==> src/rtl/ilir_pkg.sv <==
// Shared types and constants for the indexed list insert/remove unit.
// Used by ilir_ctrl, ilir_cell and indexed_list_insert_remove_unit; no dependencies.
package ilir_pkg;

    localparam int CAPACITY   = 64;
    localparam int DATA_WIDTH = 32;
    localparam int IDX_W      = $clog2(CAPACITY);

    // Field widths on the request and result channels
    localparam int OPCODE_W = 3;
    localparam int POS_W    = 7;
    localparam int VALUE_W  = 32;
    localparam int COUNT_W  = 7;
    localparam int STATUS_W = 2;

    localparam int IN_TDATA_W  = 48;
    localparam int OUT_TDATA_W = 48;

    localparam logic [COUNT_W-1:0] CAP_COUNT = COUNT_W'(CAPACITY);

    typedef enum logic [OPCODE_W-1:0] {
        OP_READ         = 3'd0,
        OP_INSERT_AT    = 3'd1,
        OP_INSERT_FIRST = 3'd2,
        OP_INSERT_LAST  = 3'd3,
        OP_REMOVE_AT    = 3'd4,
        OP_REMOVE_FIRST = 3'd5,
        OP_REMOVE_LAST  = 3'd6,
        OP_CLEAR        = 3'd7
    } t_opcode;

    typedef enum logic [STATUS_W-1:0] {
        ST_OK    = 2'd0,
        ST_FULL  = 2'd1,
        ST_RANGE = 2'd2,
        ST_EMPTY = 2'd3
    } t_status;

    typedef enum logic [1:0] {
        SH_HOLD = 2'd0,
        SH_UP   = 2'd1,
        SH_DOWN = 2'd2
    } t_shift;

    // Broadcast to every cell of the row
    typedef struct packed {
        t_shift                mode;
        logic [POS_W-1:0]      at;
        logic [DATA_WIDTH-1:0] value;
    } t_cell_ctrl;

    // Outcome of one request, handed to the output stage
    typedef struct packed {
        t_status            status;
        logic [COUNT_W-1:0] count;
        logic               read_ok;
    } t_result;

endpackage

==> src/rtl/ilir_ctrl.sv <==
// Request decoder and entry counter: checks bounds, sets status and steers the cell row.
// Depends on ilir_pkg.
module ilir_ctrl (
    input  logic                            i_clk,
    input  logic                            i_rst_n,
    input  logic                            i_accept,
    input  logic [ilir_pkg::OPCODE_W-1:0]   i_opcode,
    input  logic [ilir_pkg::POS_W-1:0]      i_position,
    input  logic [ilir_pkg::VALUE_W-1:0]    i_value,
    output ilir_pkg::t_cell_ctrl            o_cell_ctrl,
    output ilir_pkg::t_result               o_result
);

    logic [ilir_pkg::COUNT_W-1:0] r_count;
    logic [ilir_pkg::COUNT_W-1:0] n_count;
    ilir_pkg::t_shift             s_mode;
    logic [ilir_pkg::POS_W-1:0]   s_at;
    ilir_pkg::t_status            s_status;
    logic                         s_read_ok;
    logic                         s_full;
    logic                         s_empty;

    assign s_full  = (r_count >= ilir_pkg::CAP_COUNT);
    assign s_empty = (r_count == '0);

    always_comb begin
        s_mode    = ilir_pkg::SH_HOLD;
        s_at      = i_position;
        s_status  = ilir_pkg::ST_OK;
        s_read_ok = 1'b0;
        n_count   = r_count;
        unique case (ilir_pkg::t_opcode'(i_opcode))
            ilir_pkg::OP_READ: begin
                priority if (s_empty) begin
                    s_status = ilir_pkg::ST_EMPTY;
                end else if (i_position >= r_count) begin
                    s_status = ilir_pkg::ST_RANGE;
                end else begin
                    s_read_ok = 1'b1;
                end
            end
            ilir_pkg::OP_INSERT_AT, ilir_pkg::OP_INSERT_FIRST, ilir_pkg::OP_INSERT_LAST: begin
                priority if (i_opcode == ilir_pkg::OP_INSERT_FIRST) begin
                    s_at = '0;
                end else if (i_opcode == ilir_pkg::OP_INSERT_LAST) begin
                    s_at = ilir_pkg::POS_W'(r_count);
                end else begin
                    s_at = i_position;
                end
                priority if (s_full) begin
                    s_status = ilir_pkg::ST_FULL;
                end else if (s_at > r_count) begin
                    s_status = ilir_pkg::ST_RANGE;
                end else begin
                    s_mode  = ilir_pkg::SH_UP;
                    n_count = r_count + 1'b1;
                end
            end
            ilir_pkg::OP_REMOVE_AT, ilir_pkg::OP_REMOVE_FIRST, ilir_pkg::OP_REMOVE_LAST: begin
                priority if (i_opcode == ilir_pkg::OP_REMOVE_FIRST) begin
                    s_at = '0;
                end else if (i_opcode == ilir_pkg::OP_REMOVE_LAST) begin
                    s_at = ilir_pkg::POS_W'(r_count - 1'b1);
                end else begin
                    s_at = i_position;
                end
                priority if (s_empty) begin
                    s_status = ilir_pkg::ST_EMPTY;
                end else if (s_at >= r_count) begin
                    s_status = ilir_pkg::ST_RANGE;
                end else begin
                    s_mode  = ilir_pkg::SH_DOWN;
                    n_count = r_count - 1'b1;
                end
            end
            ilir_pkg::OP_CLEAR: begin
                n_count = '0;
            end
        endcase
    end

    always_ff @(posedge i_clk) begin
        if (!i_rst_n) begin
            r_count <= '0;
        end else if (i_accept) begin
            r_count <= n_count;
        end
    end

    // Hold the row unless a request is taken this cycle
    assign o_cell_ctrl.mode  = i_accept ? s_mode : ilir_pkg::SH_HOLD;
    assign o_cell_ctrl.at    = s_at;
    assign o_cell_ctrl.value = i_value[ilir_pkg::DATA_WIDTH-1:0];

    assign o_result.status  = s_status;
    assign o_result.count   = n_count;
    assign o_result.read_ok = s_read_ok;

endmodule
==> config.mk <==
export PLATFORM = sky130hd
export DESIGN_NAME = ilir_ctrl
export DESIGN_NICKNAME = d
export VERILOG_FILES = /design/src/rtl/ilir_pkg.sv /design/src/rtl/ilir_ctrl.sv
export SDC_FILE = /design/constraint.sdc
export NUM_CORES = 1
export LEC_CHECK = 0
export BUFFER_PORTS_ARGS = -buffer_cell sky130_fd_sc_hd__buf_2
export CAP_MARGIN = 15
export CORE_ASPECT_RATIO = 0.8
export CORE_UTILIZATION = 46
export DETAILED_ROUTE_END_ITERATION = 12
export PLACE_DENSITY = 0.8
export SYNTH_ARGS = -nofsm -noshare
export SYNTH_HDL_FRONTEND = slang
export SYNTH_SLANG_ARGS = --single-unit
==> constraint.sdc <==
create_clock -name i_clk -period 5.4 [get_ports i_clk]
set_input_delay 0.54 -clock i_clk [delete_from_list [all_inputs] [get_ports i_clk]]
set_output_delay 0.54 -clock i_clk [all_outputs]
set_load 0.01 [all_outputs]
Word level (Yosys, flattened, before mapping). Index checks and enable logic that the tools add are counted.

Flip-flop bits (word level): 7. Bits of input ports: 45.

Equal/unequal tests: 7. Muxes and demuxes: 28. Magnitude comparators: 4. Reduce and logical (&&, ||, !) cells: 4. $add $sub $neg: 2.

Operators with widths (count): 7-bit 2-to-1 mux (10); 7-bit case mux with 3 select lines (1); 2-bit 2-to-1 mux (9); 7-bit >= comparator (2); 7-bit case mux with 2 select lines (1); 3-bit == test, second input constant (4); 7-bit by 1-bit adder with 7-bit output, second input constant (1); 7-bit >= comparator, second input constant (1); 7-bit greater-than comparator (1); 7-bit zero test (1); 7-bit by 1-bit subtractor with 7-bit output, second input constant (1); 3-bit by 2-bit == test with 1-bit output, second input constant (2); 2-bit case mux with 3 select lines (1); 3-bit OR reduction (2); 1-bit 2-to-1 mux (5); 2-bit case mux with 2 select lines (1); 3-bit by 1-bit == test with 1-bit output, second input constant (1); 3-bit zero test (1).

Logic depth before layout (Yosys ltp). Gate-level depths: netlist of the first run.

Word-level depth: 9. Depth in mapped cells: 15.

Least setup slack after synthesis of the first run. OpenSTA, ideal clock, no wires.

Path type: in2out. From: in i_opcode[2] (netlist bit). To: out o_result[5] (netlist bit). Cell stages on the path: 13. Buffers on the path: 2. Data arrival time: 3339 ps. Setup slack: 1521 ps. Path through: buf_4 -> clkinv_1 -> nand2_1 -> clkbuf_1 -> nand2_1 -> o31ai_1 -> ha_1 -> a21oi_1 -> a21oi_1 -> o32a_4 -> or4_1 -> a31o_1 -> a22oi_1.

RTL lines: start: declaration (RTL line ilir_ctrl.sv:7) `input logic [ilir_pkg::OPCODE_W-1:0] i_opcode,`; end: declaration (RTL line ilir_ctrl.sv:11) `output ilir_pkg::t_result o_result`.

==> results of run 1 <==
## synth_stat cells, types with 2 or more instances
cell and number:
buf_4 34, nand2_1 32, ha_1 24, a21oi_1 18, o21ai_0 18, nor2_1 17, inv_1 11, clkbuf_1 10
nor3_1 10, nand3_1 9, a31oi_1 8, dfxtp_1 7, o31ai_1 7, xnor2_1 6, and2_1 5, a221o_1 4
nor4_1 4, a211oi_1 3, a21o_1 3, a22oi_1 3, nand2b_1 3, nand4_1 3, o221ai_1 3, a221oi_1 2
buf_2 2, clkinv_1 2, mux2i_1 2, o211ai_1 2, o22ai_1 2, o311ai_0 2, or4_1 2
## power groups by stage
stage | Clock [mW] | Combinational [mW] | Sequential (mW)
after floorplan | 0 | 0.169 | 0.0579
after global placement | 0 | 0.193 | 0.0608
after detailed placement | 0 | 0.196 | 0.0609
after CTS | 0.0782 | 0.197 | 0.0599
after global routing | 0.0815 | 0.223 | 0.0608
final | 0.0765 | 0.201 | 0.0600
## cell usage in the layout (no fill, tap or decap), types with 7 or more instances in the layout
master | Yosys | final
nor3_1 | 10 | 10
o31ai_1 | 7 | 7
a21oi_1 | 18 | 18
nand3_1 | 9 | 9
a31oi_1 | 8 | 8
nand2_1 | 32 | 32
inv_1 | 11 | 11
nor2_1 | 17 | 17
dfxtp_1 | 7 | 7
o21ai_0 | 18 | 18
buf_2 | 2 | 31
ha_1 | 24 | 24
## critical path, stage by stage (launching register included)
cell and delay, ps:
dfxtp_1 410, nor3_1 580, and3_1 360, xnor2_1 150, nor2_1 60, a21oi_1 110, o21ai_0 90, ha_1 320
nand4_1 120, o311ai_0 750, nor2_1 310, a221oi_1 430, a21oi_1 70, buf_2 150
## cell type report
| type | count | area share |
|---|---|---|
| multi-input cells | 217 | 0.762 |
| repair buffers | 32 | 0.0832 |
| flip-flops and latches | 7 | 0.0717 |
| well taps | 55 | 0.0352 |
| inverters | 13 | 0.0250 |
| clock buffers | 4 | 0.0230 |
## metal layers
layer | share of wire | up-vias
li1 | - | 1003
met1 | 0.48 | 984
met2 | 0.42 | 124
met3 | 0.086 | 10
met4 | 0.015 | 0
met5 | 0 | -
## logic make-up after synthesis
group / count (synthesis) / share of synthesized area
DFF: 7 / 0.0706
AOI/OAI and AO/OA: 93 / 0.340
muxes: 2 / 0.0101
and+or+nand+nor: 92 / 0.222
buffers and inverters: 60 / 0.179
xor gates and xnor gates: 6 / 0.0265
adders and majority gates: 24 / 0.151
## per-stage QoR
| step | hold WS [ps] | area (sq um) | util |
|---|---|---|---|
| 6_report | 629 | 1960 | 0.495 |
| 5_1_grt | 647 | 1960 | 0.495 |
| 4_1_cts | 626 | 1960 | 0.495 |
| 3_5_place_dp | 618 | 1910 | 0.483 |
| 3_3_place_gp | 616 | 1910 | 0.483 |
| 2_1_floorplan | 579 | 1990 | - |
## path summary, 6_finish.rpt
kind | slack, ps | endpoint | cells past startpoint
hold reg to reg | 630 | r_count[4] | 2
setup / recovery | 710 | o_result[3] | 13
setup reg to reg | 1500 | r_count[2] | 12
hold / removal | 630 | r_count[0] | 2
==> results.tsv, run 1 <==
stage	metric	value	unit
timing	finalHoldViolations	0	
synth	synthArstFlopShare	0	
setup_path	path_class	register to primary output	
cells_and_area	diodes	0	
route	wirelength	5.50	mm
timing	period_minus_slack	4690	ps
power	switching_share	0.453	
synth	synth_nets	353	
cells_and_area	nFillCells	436	
cts	cts.hold.buffers_added	0	
floorplan	die-area	0.00459	sq mm
setup_path	end_kind	primary output	
route	post_drt_via_cell_ratio	6.47	
cells_and_area	seq_area	140	sq um
timing	timing.fmax	0.213	GHz
synth	synth_area_per_cell	6.99	sq um
cts	cts_tree	built	
synth	synth_top_area_frac	0.151	
synth	synth-seq-cells	7	
route	drc	0	
cells_and_area	multi_input_area	0.00149	sq mm
timing	slew_headroom	0.426	
power	ir_drop	0.0000985	V
route	wl_per_cell	16.8	microns
timing	setup_viol	0	
cells_and_area	fin_cells	328	
cts	clk_pin_slew_worst_paths	40	ps
cells_and_area	layout-drive-gt1-share	0.161	
grt	grt-busiest-layer	met2	
cells_and_area	reg.largest.list	r_count (7)	
setup_path	startpoint	r_count[0]	
route	num_vias	2121	
grt	grt_pass1_vias	1903	
timing	clock_skew	1.09	ps
timing	final_max_slew_viol_count	0	
cts	post_cts_buffers	0	
setup_path	rr_startpoint	r_count[0]	
floorplan	core	0.00395	sq mm
floorplan	initial_utilization	0.502	
grt	grt_max_degree	19	
job	max_cap_violations	0	
outcome	outcome	complete, no violations	
power	power_density	172	mW/mm^2
cts	clk_path_buf_depth	2	
placement	placed_cells	324	
cells_and_area	fin_nets	343	
cts	h-tree-depth	1	
grt	overflow	0	
synth	synth_flop_cell	dfxtp_1	
power	p_leak	0.786	nW
floorplan	fp.dieW	75.5	microns
cts	post_cts_resized	0	
placement	place_congestion	0.957	
cells_and_area	syn_to_final_growth	-1.51	%
floorplan	die_h	60.8	microns
grt	antenna_found_initial	0	
grt	grtUsageTotal	0.257	
grt	use_met3	0.0615	
power	p_clk_frac	0.227	
power	power.internal	0.184	mW
synth	synth_edf_count	0	
worst_hold_path	hp-start	i_rst_n	
timing	tns	0	ps
placement	pre_cts_ws	897	ps
worst_hold_path	hold_class	primary input to register	
route	drtAntennaViolNets	0	
synth	syn_area	0.00199	sq mm
synth	synthCells	284	
power	p_comb_frac	0.595	
timing	layout_setup_ws	715	ps
setup_path	critical_path_required	4860	ps
timing	max_slew.worst_pin.slew	850	ps
grt	grt_pass1_wl	8.97	mm
route	drtIter0Drc	264	
grt	grtUsageMet1	0.375	
synth	synth_warnings	0	
power	p_total	0.337	mW
setup_path	startpoint_type	register	
synth	yosys-top-cells-area	ha_1 15%, buf_4 13%, dfxtp_1 7.1%	
power	seqPwrFrac	0.178	
grt	grtUsageMet2	0.378	
placement	io_buffers	31	
placement	place_hpwl	4.29	mm
synth	ys_seq_area_frac	0.0706	
setup_path	arrival	4150	ps
cts	cts_made_buffers	3	
cells_and_area	largest_reg_flops	7	
cells_and_area	registers.top_by_ff_count	r_count	
synth	yosys.area.top_type	ha_1	
cts	cts-root-buf	clkbuf_8	
floorplan	num_rows	20	
cts	clk_latency	230	ps
route	drtPass1Iterations	5	
synth	yosysUniqueCellTypes	57	
floorplan	ios	96	
timing	period_share	0.868	
power	power_switching	0.153	mW
cts	clock-sinks	7	
timing	rsz0062_at_grt	no	
setup_path	path_max_fanout	11	
Note: power is estimated with default switching activity, not from simulation.
==> inputs of run 2 (changes only) <==
Clock period 5.4 ns to 5.75 ns, I/O delays scaled along.
==> run 2 against run 1 <==
Effect of this change:
- design area unchanged
- clock skew increased by 0.98 ps
- critical path depth unchanged
- register-to-register slack improved by 270 ps
- via count increased by 2.5%
- worst hold slack improved by 14 ps
- first-iteration DRC count increased by 8.0%
- non-clock buffer count unchanged
- critical path type unchanged
- critical endpoint unchanged
- highest routed layer unchanged
==> results.tsv, run 2 (synthesis gave the netlist of run 1 again) <==
stage	metric	value	unit	change
outcome	outcome	complete, no violations		
cts	cts_made_buffers	3		unchanged
cts	cts.hold.buffers_added	0		unchanged
setup_path	path_class	register to primary output		
cells_and_area	fin_nets	343		unchanged
route	drtAntennaViolNets	0		unchanged
floorplan	core	0.00395	sq mm	unchanged
setup_path	end_kind	primary output		
placement	place_congestion	0.956		about the same
cts	post_cts_resized	0		unchanged
setup_path	critical_path_required	5180	ps	+320 ps
cts	h-tree-depth	1		unchanged
floorplan	num_rows	20		unchanged
setup_path	startpoint_type	register		
cells_and_area	largest_reg_flops	7		unchanged
timing	tns	0	ps	unchanged
floorplan	initial_utilization	0.502		unchanged
power	power_density	163	mW/mm^2	-5.7%
timing	finalHoldViolations	0		unchanged
cells_and_area	nFillCells	420		-3.7%
cells_and_area	seq_area	140	sq um	unchanged
timing	final_max_slew_viol_count	0		unchanged
cts	post_cts_buffers	0		unchanged
route	wl_per_cell	16.8	microns	+0.29%
route	drtPass1Iterations	5		unchanged
timing	max_slew.worst_pin.slew	879	ps	+29.1 ps
route	post_drt_via_cell_ratio	6.63		+2.5%
cells_and_area	layout-drive-gt1-share	0.161		unchanged
cells_and_area	final_common_cell	nand2_1		
timing	whs	643	ps	+14.0 ps
cells_and_area	fin_util	0.495		unchanged
timing	period_share	0.834		
worst_hold_path	hold_class	register to register		
power	ir_drop	0.0000643	V	-35%
cells_and_area	multi_input_area	0.00149	sq mm	unchanged
grt	grt_pass1_vias	1922		+1.0%
floorplan	die-area	0.00459	sq mm	unchanged
cts	clk_pin_slew_worst_paths	40	ps	about the same
placement	placed_cells	324		unchanged
placement	place_hpwl	4.25	mm	-0.94%
setup_path	arrival	4220	ps	+70 ps
cells_and_area	fin_cells	328		unchanged
floorplan	fp.dieW	75.5	microns	unchanged
setup_path	crit_buf_inv	1		unchanged
cts	cts_tree	built		
setup_path	slowest_stage	o311ai_0		
floorplan	ios	96		unchanged
grt	grt_pass1_wl	9.09	mm	+1.4%
route	drtIter0Drc	285		+8.0%
cells_and_area	mostFrequentLayoutCells	32 x nand2_1, 31 x buf_2, 24 x ha_1		
timing	timing.fmax	0.208	GHz	
cts	cts-root-buf	clkbuf_8		
timing	slew_headroom	0.407		-0.0197
cells_and_area	registers.top_by_ff_count	r_count		
route	drc	0		unchanged
timing	setup_viol	0		unchanged
setup_path	path_max_fanout	11		unchanged
grt	overflow	0		unchanged
placement	dpl_cell_area	0.00191	sq mm	unchanged
cts	clk_latency	230	ps	about the same
timing	clock_skew	2.07	ps	+0.979 ps
setup_path	crit_family	compound AO/OA/AOI/OAI gates		
grt	grt_max_degree	19		unchanged
route	wirelength	5.51	mm	+0.29%
grt	antenna_found_initial	0		unchanged
cells_and_area	final_area	0.00196	sq mm	unchanged
cells_and_area	diodes	0		unchanged
cells_and_area	syn_to_final_growth	-1.51	%	unchanged
cts	clock-sinks	7		unchanged
timing	rsz0062_at_grt	no		
setup_path	max_stage_delay	790	ps	+40 ps
placement	io_buffers	31		unchanged
grt	grtUsageTotal	0.258		+0.000608
timing	period_minus_slack	4800	ps	
floorplan	die_h	60.8	microns	unchanged
cells_and_area	reg.largest.list	r_count (7)		
route	num_vias	2174		+2.5%
cts	clk_path_buf_depth	2		unchanged
setup_path	path_cells	nor3_1, and3_1, xnor2_1, nor2_1, a21oi_1, o21ai_0, ha_1, nand4_1, o311ai_0, nor2_1, a221oi_1, a21oi_1, buf_2		
job	max_cap_violations	0		unchanged
power	p_leak	0.786	nW	unchanged
run 2: cell counts in the layout (fill, tap and decap cells not counted):
No cell type changed its count.
run 2: metal layers:
layer	share of wire	GRT usage	vias up
li1	-	-	1011
met1	0.46	0.375	1014
met2	0.41	0.376	139
met3	0.11	0.0698	10
met4	0.013	0.0608	0
met5	0	0	-
run 2: worst paths after layout:
kind                            slack [ps]     endpoint  cells after the start        from
worst max-delay path                   950  o_result[3]                     13  r_count[0]
worst min-delay path                   640   r_count[4]                      2  r_count[4]
worst max register to register        1770   r_count[2]                     12  r_count[0]
worst min register to register         640   r_count[4]                      2  r_count[4]
run 2: final cells by class:
cell class,instances,share of cell area
sequential,7,0.0717
tap,55,0.0352
multi-input combinational,217,0.762
clock buffer,4,0.0230
inverter,13,0.0250
timing repair buffer,32,0.0832
run 2: worst reg2reg max path: cells and delay by family (launching register included):
family                     cells  cell delay, ps
and+or+nand+nor                5            1450
AOI/OAI and AO/OA              5            1500
xor gates and xnor gates       1             150
DFF                            1             410
adders and majority gates      1             320
run 2: stage by stage:
stage	total power [mW]	worst slack (ps)
3_5_place_dp	0.240	1170
4_1_cts	0.315	1070
5_1_grt	0.342	555
3_3_place_gp	0.239	1370
6_report	0.318	954
2_1_floorplan	0.213	1800
run 2: where the power goes:
group	switching, mW	total [mW]	leakage [nW]	internal, mW
clock	0.0242	0.0724	0.0228	0.0482
sequential	0.00541	0.0565	0.0568	0.0510
combinational	0.115	0.189	0.707	0.0737
total	0.145	0.318	0.786	0.173
