[src/rtl/ilir_pkg.sv]
// Shared types and constants for the indexed list insert/remove unit.
// Used by ilir_ctrl, ilir_cell and indexed_list_insert_remove_unit; no dependencies.
package ilir_pkg;

    localparam int CAPACITY   = 64;
    localparam int DATA_WIDTH = 32;
    localparam int IDX_W      = $clog2(CAPACITY);

    // Field widths on the request and result channels
    localparam int OPCODE_W = 3;
    localparam int POS_W    = 7;
    localparam int VALUE_W  = 32;
    localparam int COUNT_W  = 7;
    localparam int STATUS_W = 2;

    localparam int IN_TDATA_W  = 48;
    localparam int OUT_TDATA_W = 48;

    localparam logic [COUNT_W-1:0] CAP_COUNT = COUNT_W'(CAPACITY);

    typedef enum logic [OPCODE_W-1:0] {
        OP_READ         = 3'd0,
        OP_INSERT_AT    = 3'd1,
        OP_INSERT_FIRST = 3'd2,
        OP_INSERT_LAST  = 3'd3,
        OP_REMOVE_AT    = 3'd4,
        OP_REMOVE_FIRST = 3'd5,
        OP_REMOVE_LAST  = 3'd6,
        OP_CLEAR        = 3'd7
    } t_opcode;

    typedef enum logic [STATUS_W-1:0] {
        ST_OK    = 2'd0,
        ST_FULL  = 2'd1,
        ST_RANGE = 2'd2,
        ST_EMPTY = 2'd3
    } t_status;

    typedef enum logic [1:0] {
        SH_HOLD = 2'd0,
        SH_UP   = 2'd1,
        SH_DOWN = 2'd2
    } t_shift;

    // Broadcast to every cell of the row
    typedef struct packed {
        t_shift                mode;
        logic [POS_W-1:0]      at;
        logic [DATA_WIDTH-1:0] value;
    } t_cell_ctrl;

    // Outcome of one request, handed to the output stage
    typedef struct packed {
        t_status            status;
        logic [COUNT_W-1:0] count;
        logic               read_ok;
    } t_result;

endpackage

[src/rtl/ilir_cell.sv]
// One storage cell of the list row: holds a single entry and shifts with its neighbours.
// Depends on ilir_pkg.
module ilir_cell (
    input  logic                           i_clk,
    input  logic [ilir_pkg::IDX_W-1:0]     i_index,
    input  ilir_pkg::t_cell_ctrl           i_ctrl,
    input  logic [ilir_pkg::DATA_WIDTH-1:0] i_left,
    input  logic [ilir_pkg::DATA_WIDTH-1:0] i_right,
    input  logic [ilir_pkg::POS_W-1:0]     i_read_pos,
    output logic [ilir_pkg::DATA_WIDTH-1:0] o_data,
    output logic [ilir_pkg::DATA_WIDTH-1:0] o_tap
);

    logic [ilir_pkg::DATA_WIDTH-1:0] r_data;
    logic [ilir_pkg::DATA_WIDTH-1:0] n_data;
    logic [ilir_pkg::POS_W-1:0]      s_index;

    assign s_index = ilir_pkg::POS_W'(i_index);

    always_comb begin
        n_data = r_data;
        unique case (i_ctrl.mode)
            ilir_pkg::SH_UP: begin
                priority if (s_index > i_ctrl.at) begin
                    n_data = i_left;
                end else if (s_index == i_ctrl.at) begin
                    n_data = i_ctrl.value;
                end else begin
                    n_data = r_data;
                end
            end
            ilir_pkg::SH_DOWN: begin
                if (s_index >= i_ctrl.at) begin
                    n_data = i_right;
                end
            end
            default: n_data = r_data;
        endcase
    end

    always_ff @(posedge i_clk) begin
        r_data <= n_data;
    end

    assign o_data = r_data;
    // Drive the entry onto the read bus only when addressed
    assign o_tap  = (s_index == i_read_pos) ? r_data : '0;

endmodule

[config.mk]
export PLATFORM = sky130hd
export DESIGN_NAME = ilir_cell
export DESIGN_NICKNAME = d
export VERILOG_FILES = /design/src/rtl/ilir_pkg.sv /design/src/rtl/ilir_cell.sv
export SDC_FILE = /design/constraint.sdc
export NUM_CORES = 1
export LEC_CHECK = 0
export BUFFER_PORTS_ARGS = -buffer_cell sky130_fd_sc_hd__buf_2
export CORE_MARGIN = 1
export CORE_UTILIZATION = 42
export DETAILED_ROUTE_END_ITERATION = 7
export PLACE_DENSITY = 0.84
export REMOVE_ABC_BUFFERS = 1
export SETUP_SLACK_MARGIN = 0.4
export SYNTH_ARGS = -nofsm -noshare
export SYNTH_HDL_FRONTEND = slang
export SYNTH_SLANG_ARGS = --single-unit
export TNS_END_PERCENT = 30
[constraint.sdc]
create_clock -name i_clk -period 4.7 [get_ports i_clk]
set_input_delay 1.175 -clock i_clk [delete_from_list [all_inputs] [get_ports i_clk]]
set_output_delay 1.175 -clock i_clk [all_outputs]
set_load 0.005 [all_outputs]
After elaboration in Yosys (flattened, before gate mapping)
Index checks and enable logic that the tools add are counted.

Add/subtract/negate cells: 0. $mul: 0. Divide/modulo/power cells: 0. Order comparisons: 2. Equal/unequal tests: 6. Shifts and indexed selects: 0. Multiplexer cells: 5. Bitwise logic cells: 0. Reductions and logical operators: 2.

Operator list (count): $mux 32 (4); $pmux 32 s2 (1); $eq 6x7->1 (2); $ge 6x7->1 (1); $gt 6x7->1 (1); $ne 3x3->1 const B (1); $reduce_and 3->1 (1); $eq 2x1->1 const B (1); $eq 2x2->1 const B (1); $ne 2x2->1 const B (1); $reduce_bool 2->1 (1).

Register bits after elaboration: 32. Bits in latches: 0. RAM bits: 0. ROM bits: 0. Input bits: 119. Output and inout bits: 64. Word-level logic and storage cells: 16. Memories: 0.

Longest topological paths before layout
Gate-level depths: netlist of run 1.

Depth after elaboration: 4. Depth in mapped cells: 8. Depth with buffers taken out: 6.

Worst setup path after synthesis of run 1
No wires, ideal clock.

Kind: input port to flip-flop. Start point: input port i_ctrl[36] (netlist name). End point: register r_data (netlist bit o_data[0]), enable pin. Library setup time: 432 ps. Data arrival time: 3362 ps. Data required time: 4268 ps. Slack: 906 ps. Cell stages on the path: 5. Buffers on the path: 0. Path through: inv_1 ha_1 and4b_1 a21oi_1 a21oi_1.

Word-level cells in the longest chain between the ends: 3. Elaborated cells between the ends (all ways): 6. Those cells by class: order compare (2); eq/ne (3); reduce/logical (1).

RTL lines: start: declaration (RTL line ilir_cell.sv:6) `input ilir_pkg::t_cell_ctrl i_ctrl,`; $gt 6x7->1 (tied with other cells) (RTL line ilir_cell.sv:24) `priority if (s_index > i_ctrl.at) begin`; $ne 3x3->1 (no source line) or $ne 2x2->1 (tied branches); $reduce_and 3->1 (no source line) (*); end signal: assignment (RTL line ilir_cell.sv:42) `r_data <= n_data;`; end: declaration (RTL line ilir_cell.sv:14) `logic [ilir_pkg::DATA_WIDTH-1:0] r_data;`.

Mark *: on every way between the ends. The rest lies on a longest branch, timed or not. A chain may end at the register's enable or synchronous reset.

Worst setup path after layout of run 1
Start point: input port i_read_pos[3] (netlist name). End point: output port o_tap[0] (netlist name).

Word-level cells in the longest chain between the ends: 2.

RTL lines: start: declaration (RTL line ilir_cell.sv:9) `input logic [ilir_pkg::POS_W-1:0] i_read_pos,`; $eq 6x7->1 (RTL line ilir_cell.sv:47) `assign o_tap = (s_index == i_read_pos) ? r_data : '0;`; $mux 32 (RTL line ilir_cell.sv:47); end: declaration (RTL line ilir_cell.sv:11) `output logic [ilir_pkg::DATA_WIDTH-1:0] o_tap`.

Every way passes these cells.

==> flow_metrics.py, run 1 <==
metrics = {
    "critical_path": {
        "crit_buf_inv": 3,
        "cp.depth": 7,
        "cp_slowest_stage_delay_ps": 540,
        "crit_fanout": 20,
        "path_delay_family": "simple AND/OR/NAND/NOR gates",
        "path_cells": "buf_2 > xor2_1 > or4_4 > nor4_4 > buf_4 > and2_1 > buf_2",
        "crit_arrival_ps": 2660,
        "critical_path_class": "in -> out",
        "cp-end-kind": "output port",
        "cp.required_ps": 3520,
        "path_common_cell": "buf_2",
        "critPathLaunchType": "input pin",
        "crit_path_top_delay_cell": "or4_4",
    },
    "hold_path": {
        "whs_path_depth": 3,
        "holdCritPathClass": "in -> reg",
    },
    "timing": {
        "fmax_mhz": 261,
        "max_slew_margin": 0.297,
        "rsz0062_at_grt": "no",
        "post-route-period-util": 0.816,
        "fin_setup_tns_ps": 0,
        "hold_viol_final": 0,
        "slew_viol_final": 0,
        "tightest_slew_ps": 1050,
        "setup_viol": 0,
        "post-route-min-period_ps": 3830,
    },
    "power_and_ir_drop": {
        "p_switching_w": 0.000219,
        "seq_power_share": 0.434,
        "netSwitchingFraction": 0.269,
        "power_frac_clock": 0.323,
        "p_leak_nw": 1.59,
        "combPwrFrac": 0.243,
        "p_per_area_mw_per_mm2": 226,
        "power_w": 0.000815,
        "peakVddDrop_uv": 117,
        "internal_power_w": 0.000596,
    },
    "floorplan": {
        "die-width_microns": 80.3,
        "io_pins": 183,
        "die_area_sq_mm": 0.00644,
        "die_y_microns": 80.3,
        "core_area_sq_mm": 0.00592,
        "rows": 28,
        "initial_core_util": 0.435,
    },
    "cells_and_area": {
        "area_delta_synth_final_pct": 40.3,
        "drive_above_1_share": 0.467,
        "antenna_cells": 0,
        "largest_register_ffs": 32,
        "nets": 557,
    },
    "logic_synthesis": {
        "synth.distinct_cells": 29,
        "netlist.area_leader.share": 0.373,
        "yosysWarnings": 0,
        "synth_area_leader_cell": "edfxtp_1",
        "yosysSeqAreaShare": 0.373,
        "syn_avg_cell_area_sq_um": 9.60,
        "syn_inst": 268,
        "yosys-top-cells-area": "edfxtp_1 (37%), a2111oi_0 (11%), a211oi_1 (9.3%)",
        "syn_area_sq_mm": 0.00257,
        "ys_ff_latch": 32,
    },
    "clock_network": {
        "numCtsBuffers": 5,
        "root_buffer": "clkbuf_8",
        "path_clk_slew_ps": 70,
        "cts_hold_buf": 0,
        "cts_max_level": 2,
        "clock-sinks": 32,
        "post_cts_buffers": 0,
        "cts-resized-gates": 0,
        "cts_buffer_depth": 2,
        "cts_tree": "yes",
    },
    "grt": {
        "overflow": 0,
        "grt_pass1_wl_microns": 11700,
        "grt_max_degree": 58,
        "grtUsageTotal": 0.237,
        "antenna_found_initial": 0,
        "grt_pass1_vias": 2616,
    },
    "placed_design": {
        "gp_congestion": 0.826,
        "place_hpwl_microns": 5780,
        "port_buffers": 182,
    },
    "drt": {
        "ant_nets": 0,
        "drt-total-wl_microns": 7920,
        "vias": 2868,
        "routed_via_density": 5.65,
        "post_drt_wl_per_cell_microns": 15.6,
        "dr.pass1.iters": 4,
        "drtIter0Drc": 131,
        "drcViolationCount": 0,
    },
    "status": {
        "outcome": "finished, final reports clean",
    },
    "run": {
        "maxCapViolCount": 0,
    },
}
## path summary, 6_finish.rpt
path / from / endpoint / slack [ps]
worst max-delay path: i_read_pos[3] / o_tap[0] / 870
worst min-delay path: i_left[16] / o_data[16] / 1290
## cell usage after synthesis
cell        n
clkbuf_1   16
ha_1        6
or2_0       1
nand3_1     2
a211oi_2    1
and4_1      1
and4b_1     1
nand2b_1    9
o31ai_1     7
nor2b_1     1
a21oi_1     3
nor2_1     33
a2111oi_0  32
nand3b_1    1
o21bai_1    1
buf_1       2
edfxtp_1   32
and2_1     33
nand4_1     1
buf_6       3
o2bb2ai_1  25
xor2_1      6
or4_4       1
a211oi_1   32
nor4_4      1
a21bo_2     1
buf_2       6
clkbuf_2    4
inv_1       6
## logic make-up after synthesis
group                      Yosys count  share of synthesized area
xor gates and xnor gates             6                     0.0204
adders and majority gates            6                     0.0292
buffers and inverters               37                     0.0676
and+or+nand+nor                     85                      0.184
AOI/OAI and AO/OA                  102                      0.325
DFF                                 32                      0.373
## cells in the final DEF (no fill, tap or decap)
cell	Yosys	layout
buf_2	6	182
nor2_1	33	33
and2_1	33	33
a211oi_1	32	32
a2111oi_0	32	32
edfxtp_1	32	32
o2bb2ai_1	25	25
nand2b_1	9	9
o31ai_1	7	7
inv_1	6	6
xor2_1	6	6
ha_1	6	6
clkbuf_8	0	5
buf_4	0	5
a21oi_1	3	2
nand3_1	2	2
nor2b_4	0	1
o21bai_1	1	1
or2_1	0	1
nand3b_1	1	1
and4b_1	1	1
a21bo_2	1	1
and4_2	0	1
nand4_1	1	1
a211oi_2	1	1
or4_4	1	1
nor4_4	1	1
a21oi_4	0	1
bufinv_16	0	1
clkinv_2	0	1
clkbuf_1	16	1
buf_12	0	1
## power groups by stage
stage	Clock [W]	Combinational, W	Sequential (W)
after floorplan	0	0.0000921	0.000361
after global placement	0	0.000191	0.000359
after detailed placement	0	0.000198	0.000360
after CTS	0.000269	0.000199	0.000354
after global routing	0.000283	0.000219	0.000356
final	0.000263	0.000198	0.000354
## tightest hold or removal path, delay by kind of cell
kind            cells  cell delay (ps)
compound gates      2              200
buf+inv             1               70
## routing by layer
metal | part of all wire | global-route usage | vias to the layer above
met5 | 0 | 0 | -
met4 | 0.017 | 0.0750 | 0
met3 | 0.068 | 0.0409 | 15
met2 | 0.52 | 0.444 | 130
met1 | 0.40 | 0.269 | 1330
li1 | - | - | 1393
## through the flow
| step | instance area [sq um] | util | std cells | setup slack, ps | hold slack (ps) |
|---|---|---|---|---|---|
| 2_1_floorplan | 2420 | - | 237 | 393 | 1470 |
| 3_3_place_gp | 3500 | 0.592 | 500 | 938 | 1560 |
| 3_5_place_dp | 3500 | 0.592 | 500 | 867 | 1590 |
| 4_1_cts | 3610 | 0.610 | 508 | 868 | 1290 |
| 5_1_grt | 3610 | 0.610 | 508 | 787 | 1310 |
| 6_report | 3610 | 0.610 | 508 | 867 | 1290 |
## layout make-up
cell class                 count  area [sq um]
clock buffer                   6          72.6
clock inverter                 2          35.0
fill                         525          2310
timing repair buffer         188           968
inverter                       6          22.5
tap                           75          93.8
sequential                    32           961
multi-input combinational    199          1460
Power figures use the tool's default switching activity.
==> run 2, diff against run 1 <==
CORE_UTILIZATION = 38   (was 42)
PLACE_DENSITY = 0.8   (was 0.84)
clock period = 3.45 ns   (was 4.7 ns; I/O delays follow)
==> run 2 against run 1 <==
The flow now finishes with violations (design-rule violations); cell area up 3.4%; cell count up 1.8%; sequential power up 36%; combinational power up 38%; via count up 2.8%; worst setup slack worse by 670 ps; die area up 10%; first-iteration DRC count down 17%; non-clock buffer count up 7; power up 37%; largest cell class unchanged.
==> flow_metrics.py, run 2 (same netlist as run 1, synthesis figures left out) <==
metrics = {
    "clock_network": {
        "cts_max_level": 2,
        "cts_hold_buf": 0,
        "numCtsBuffers": 5,
        "path_clk_slew_ps": 70,
        "clock-sinks": 32,
        "root_buffer": "clkbuf_8",
        "cts_tree": "yes",
        "cts_buffer_depth": 2,
    },
    "floorplan": {
        "die_area_sq_mm": 0.00711,
        "die_y_microns": 84.3,
        "core_area_sq_mm": 0.00646,
        "rows": 29,
        "die-width_microns": 84.3,
        "io_pins": 183,
        "initial_core_util": 0.398,
    },
    "placed_design": {
        "port_buffers": 182,
        "dp_worst_setup_slack_ps": 227,
        "gp_congestion": 0.814,
        "place_hpwl_microns": 5780,
    },
    "power_and_ir_drop": {
        "combPwrFrac": 0.246,
        "peakVddDrop_uv": 137,
        "power_frac_clock": 0.322,
        "internal_power_w": 0.000811,
        "p_per_area_mw_per_mm2": 298,
        "seq_power_share": 0.432,
        "power_w": 0.00111,
        "netSwitchingFraction": 0.272,
        "p_leak_nw": 1.64,
        "p_switching_w": 0.000303,
    },
    "critical_path": {
        "crit_path_top_delay_cell": "or4_4",
        "cp_slowest_stage_delay_ps": 520,
        "crit_arrival_ps": 2390,
        "crit_fanout": 8,
        "path_cells": "buf_6 > xor2_1 > or4_4 > nor4_4 > buf_6 > buf_12 > and2_1 > buf_2",
        "cp-end-kind": "output port",
        "path_common_cell": "buf_6",
        "critPathLaunchType": "input pin",
        "critical_path_class": "in -> out",
        "cp.required_ps": 2590,
    },
    "drt": {
        "post_drt_wl_per_cell_microns": 16.5,
        "ant_nets": 0,
        "dr.pass1.iters": 7,
        "drcViolationCount": 12,
        "routed_via_density": 5.70,
        "vias": 2948,
        "drt-total-wl_microns": 8520,
        "drtIter0Drc": 109,
    },
    "cells_and_area": {
        "area_delta_synth_final_pct": 45.1,
        "antenna_cells": 0,
        "nets": 564,
        "layout_commonest_cell": "buf_2",
        "drive_above_1_share": 0.477,
        "final_cell_mix": "buf_2 (178), nor2_1 (33), a211oi_1 (32), a2111oi_0 (32), edfxtp_1 (32)",
        "largest_register_ffs": 32,
    },
    "timing": {
        "max_slew_margin": 0.270,
        "rsz0062_at_grt": "yes",
        "hold_ws_ps": 983,
        "post-route-min-period_ps": 3250,
        "fmax_mhz": 307,
        "tightest_slew_ps": 1090,
        "post-route-period-util": 0.943,
        "slew_viol_final": 0,
        "worst_slack_ps": 196,
        "setup_viol": 0,
        "hold_viol_final": 0,
    },
    "hold_path": {
        "holdCritPathClass": "in -> reg",
        "whs_path_depth": 3,
    },
    "status": {
        "outcome": "complete, but fails checks",
        "violations": "design-rule violations",
    },
    "grt": {
        "grtUsageTotal": 0.221,
        "antenna_found_initial": 0,
        "grt_pass1_vias": 2703,
        "grt_max_degree": 35,
        "grt_pass1_wl_microns": 12500,
        "overflow": 0,
    },
    "run": {
        "maxCapViolCount": 0,
    },
}
-- run 2: cell types whose count changed in the layout (fill, tap and decap cells not counted), sizes merged --
cell / before / now
buf: 188 / 193
clkbuf: 6 / 7
clkinv: 1 / 2
-- run 2: critical path: cells and delay by family --
kind	cells	cell delay, ps
simple gates	3	840
xor+xnor	1	160
buf+inv	4	510
-- run 2: power groups by stage --
stage | Clock (W) | Sequential [W] | Combinational (W)
after floorplan | 0 | 0.000492 | 0.000125
after global placement | 0 | 0.000489 | 0.000261
after detailed placement | 0 | 0.000490 | 0.000270
after CTS | 0.000364 | 0.000482 | 0.000271
after global routing | 0.000379 | 0.000485 | 0.000302
final | 0.000359 | 0.000482 | 0.000274
-- run 2: path summary, 6_finish.rpt --
| path | slack, ps | endpoint | start |
|---|---|---|---|
| max | 200 | o_tap[12] | i_read_pos[3] |
| min | 980 | o_data[1] | i_left[1] |
-- run 2: final cells by class --
class / instances / area (sq um)
multi-input cells: 199 / 1460
well taps: 77 / 96.3
clock buffers: 5 / 68.8
inverters: 6 / 22.5
fillers: 584 / 2720
flip-flops and latches: 32 / 961
repair buffers: 195 / 1080
clock inverters: 3 / 37.5
-- run 2: repair_timing --
item,CTS,global route
setup endpoints to repair,32,32
cloned,0,2
pin swaps,0,2
resized for setup,0,7
setup buffers,0,1
-- run 2: routing by layer --
layer	global-route usage	up-vias	part of all wire
li1	-	1407	-
met1	0.245	1381	0.40
met2	0.425	150	0.53
met3	0.0393	10	0.063
met4	0.0721	0	0.013
met5	0	-	0
-- run 2: per-stage QoR --
step | TNS [ps] | utilization | cells | instance area (sq um)
final | 0 | 0.578 | 517 | 3730
after floorplan | -17680 | - | 237 | 2420
after detailed placement | 0 | 0.548 | 506 | 3540
after CTS | 0 | 0.564 | 514 | 3640
after global routing | 0 | 0.578 | 517 | 3730
after global placement | 0 | 0.548 | 506 | 3540
==> run 3, diff against run 2 <==
==> constraint.sdc (replaced) <==
create_clock -name i_clk -period 3.45 [get_ports i_clk]
set_input_delay 0.1725 -clock i_clk [delete_from_list [all_inputs] [get_ports i_clk]]
set_output_delay 0.1725 -clock i_clk [all_outputs]
set_load 0.005 [all_outputs]
==> run 3 against run 2 <==
The flow still finishes with violations (design-rule violations); power fell by 7.9%; global-route usage barely moved; utilization fell by 2.4 points; combinational power fell by 2%; sequential share of layout area rose by 1.1 points; clock power fell by 23%; via count fell by 3.2%; worst setup slack improved by 840 ps; hold slack got worse by 680 ps; non-clock buffer count fell by 8; sequential cell count did not move; first-iteration DRC count rose by 47%; largest cell class unchanged; highest routed layer unchanged.
==> flow_metrics.py, run 3 (same netlist as run 1, synthesis figures left out) <==
metrics = {
    "floorplan": {
        "initial_core_util": 0.398,
        "io_pins": 183,
        "die_area_sq_mm": 0.00711,
        "die_y_microns": 84.3,
        "die-width_microns": 84.3,
        "core_area_sq_mm": 0.00646,
        "rows": 29,
    },
    "grt": {
        "busiest_layer": "met2",
        "grtUsageTotal": 0.221,
        "antenna_found_initial": 0,
        "met2_usage": 0.419,
        "grt_max_degree": 58,
        "grt_pass1_vias": 2749,
        "grt_pass1_wl_microns": 12600,
        "overflow": 0,
        "use_met1": 0.248,
        "grt_use_met3": 0.0482,
    },
    "timing": {
        "hold_ws_ps": 298,
        "fin_setup_tns_ps": 0,
        "rsz0062_at_grt": "no",
        "post-route-period-util": 0.701,
        "post-route-min-period_ps": 2420,
        "max_slew_margin": 0.276,
        "fmax_mhz": 414,
        "hold_viol_final": 0,
        "tightest_slew_ps": 1080,
        "setup_viol": 0,
        "slew_viol_final": 0,
    },
    "clock_network": {
        "path_clk_slew_ps": 70,
        "cts-resized-gates": 0,
        "post_cts_buffers": 0,
        "root_buffer": "clkbuf_8",
        "cts_buffer_depth": 2,
        "cts_tree": "yes",
        "numCtsBuffers": 5,
        "clock-sinks": 32,
        "cts_hold_buf": 0,
        "cts_max_level": 2,
    },
    "cells_and_area": {
        "final.fill_count": 597,
        "final_cell_mix": "buf_2 (182), nor2_1 (33), and2_1 (33)",
        "area_delta_synth_final_pct": 39.1,
        "nets": 556,
        "drive_above_1_share": 0.461,
        "layout_commonest_cell": "buf_2",
        "final_core_util": 0.554,
        "antenna_cells": 0,
        "largest_register_ffs": 32,
    },
    "drt": {
        "drcViolationCount": 12,
        "drtIter0Drc": 160,
        "ant_nets": 0,
        "drt-total-wl_microns": 7960,
        "routed_via_density": 5.61,
        "vias": 2854,
        "post_drt_wl_per_cell_microns": 15.6,
        "dr.pass1.iters": 6,
    },
    "power_and_ir_drop": {
        "peakVddDrop_uv": 141,
        "power_w": 0.00103,
        "p_leak_nw": 1.57,
        "p_per_area_mw_per_mm2": 287,
    },
    "placed_design": {
        "gp_congestion": 0.839,
        "place_hpwl_microns": 5720,
        "port_buffers": 182,
    },
    "status": {
        "outcome": "complete, but fails checks",
        "violations": "design-rule violations",
    },
    "critical_path": {
        "critical_path_class": "in -> reg",
        "crit_fanout": 33,
        "crit_arrival_ps": 2430,
        "cp.required_ps": 3460,
        "cp-end-kind": "flip-flop",
        "critPathLaunchType": "input pin",
    },
    "hold_path": {
        "holdCritPathClass": "in -> reg",
    },
    "run": {
        "maxCapViolCount": 0,
    },
}
## run 3: changes by cell type in the layout (fill, tap and decap cells not counted)
cell | before | now
buf_6 | 5 | 0
clkbuf_1 | 0 | 2
bufinv_16 | 1 | 0
clkinv_1 | 2 | 1
and2_4 | 2 | 0
buf_2 | 178 | 182
and2_1 | 31 | 33
buf_4 | 9 | 4
clkbuf_16 | 2 | 0
## run 3: routing by layer
layer / up-vias / part of all wire
met5: - / 0
met4: 0 / 0.018
met3: 18 / 0.070
met2: 129 / 0.53
met1: 1318 / 0.39
li1: 1389 / -
## run 3: final timing paths
path | startpoint | to | slack, ps | depth (start not counted)
worst min-delay path | i_left[0] | o_data[0] | 300 | 3
worst max-delay path | i_index[4] | o_data[12] | 1030 | 7
## run 3: area by class of cell
class / count / area [sq um] / area share
Clock buffer: 7 / 76.3 / 0.0213
Timing Repair Buffer: 187 / 961 / 0.268
Multi-Input combinational cell: 199 / 1460 / 0.408
Sequential cell: 32 / 961 / 0.268
Clock inverter: 1 / 3.75 / 0.00105
Tap cell: 77 / 96.3 / 0.0269
Inverter: 6 / 22.5 / 0.00629
## run 3: stage by stage
| step | setup slack, ps | cells | area (sq um) |
|---|---|---|---|
| floorplan | 146 | 237 | 2420 |
| finish | 1030 | 509 | 3580 |
| global placement | 870 | 501 | 3500 |
| global route | 952 | 509 | 3580 |
| CTS | 1090 | 509 | 3580 |
| detailed placement | 785 | 501 | 3500 |
## run 3: power by group
| group | switching (W) | total, W | internal (W) |
|---|---|---|---|
| logic | 0.000141 | 0.000268 | 0.000127 |
| clock network | 0.000136 | 0.000277 | 0.000140 |
| registers | 0.0000122 | 0.000482 | 0.000470 |
## run 3: critical path: stages
cell and delay (ps):
buf_2 110, ha_1 300, and4b_1 240, a21bo_2 580, and2_1 500, buf_4 360
a211oi_1 130
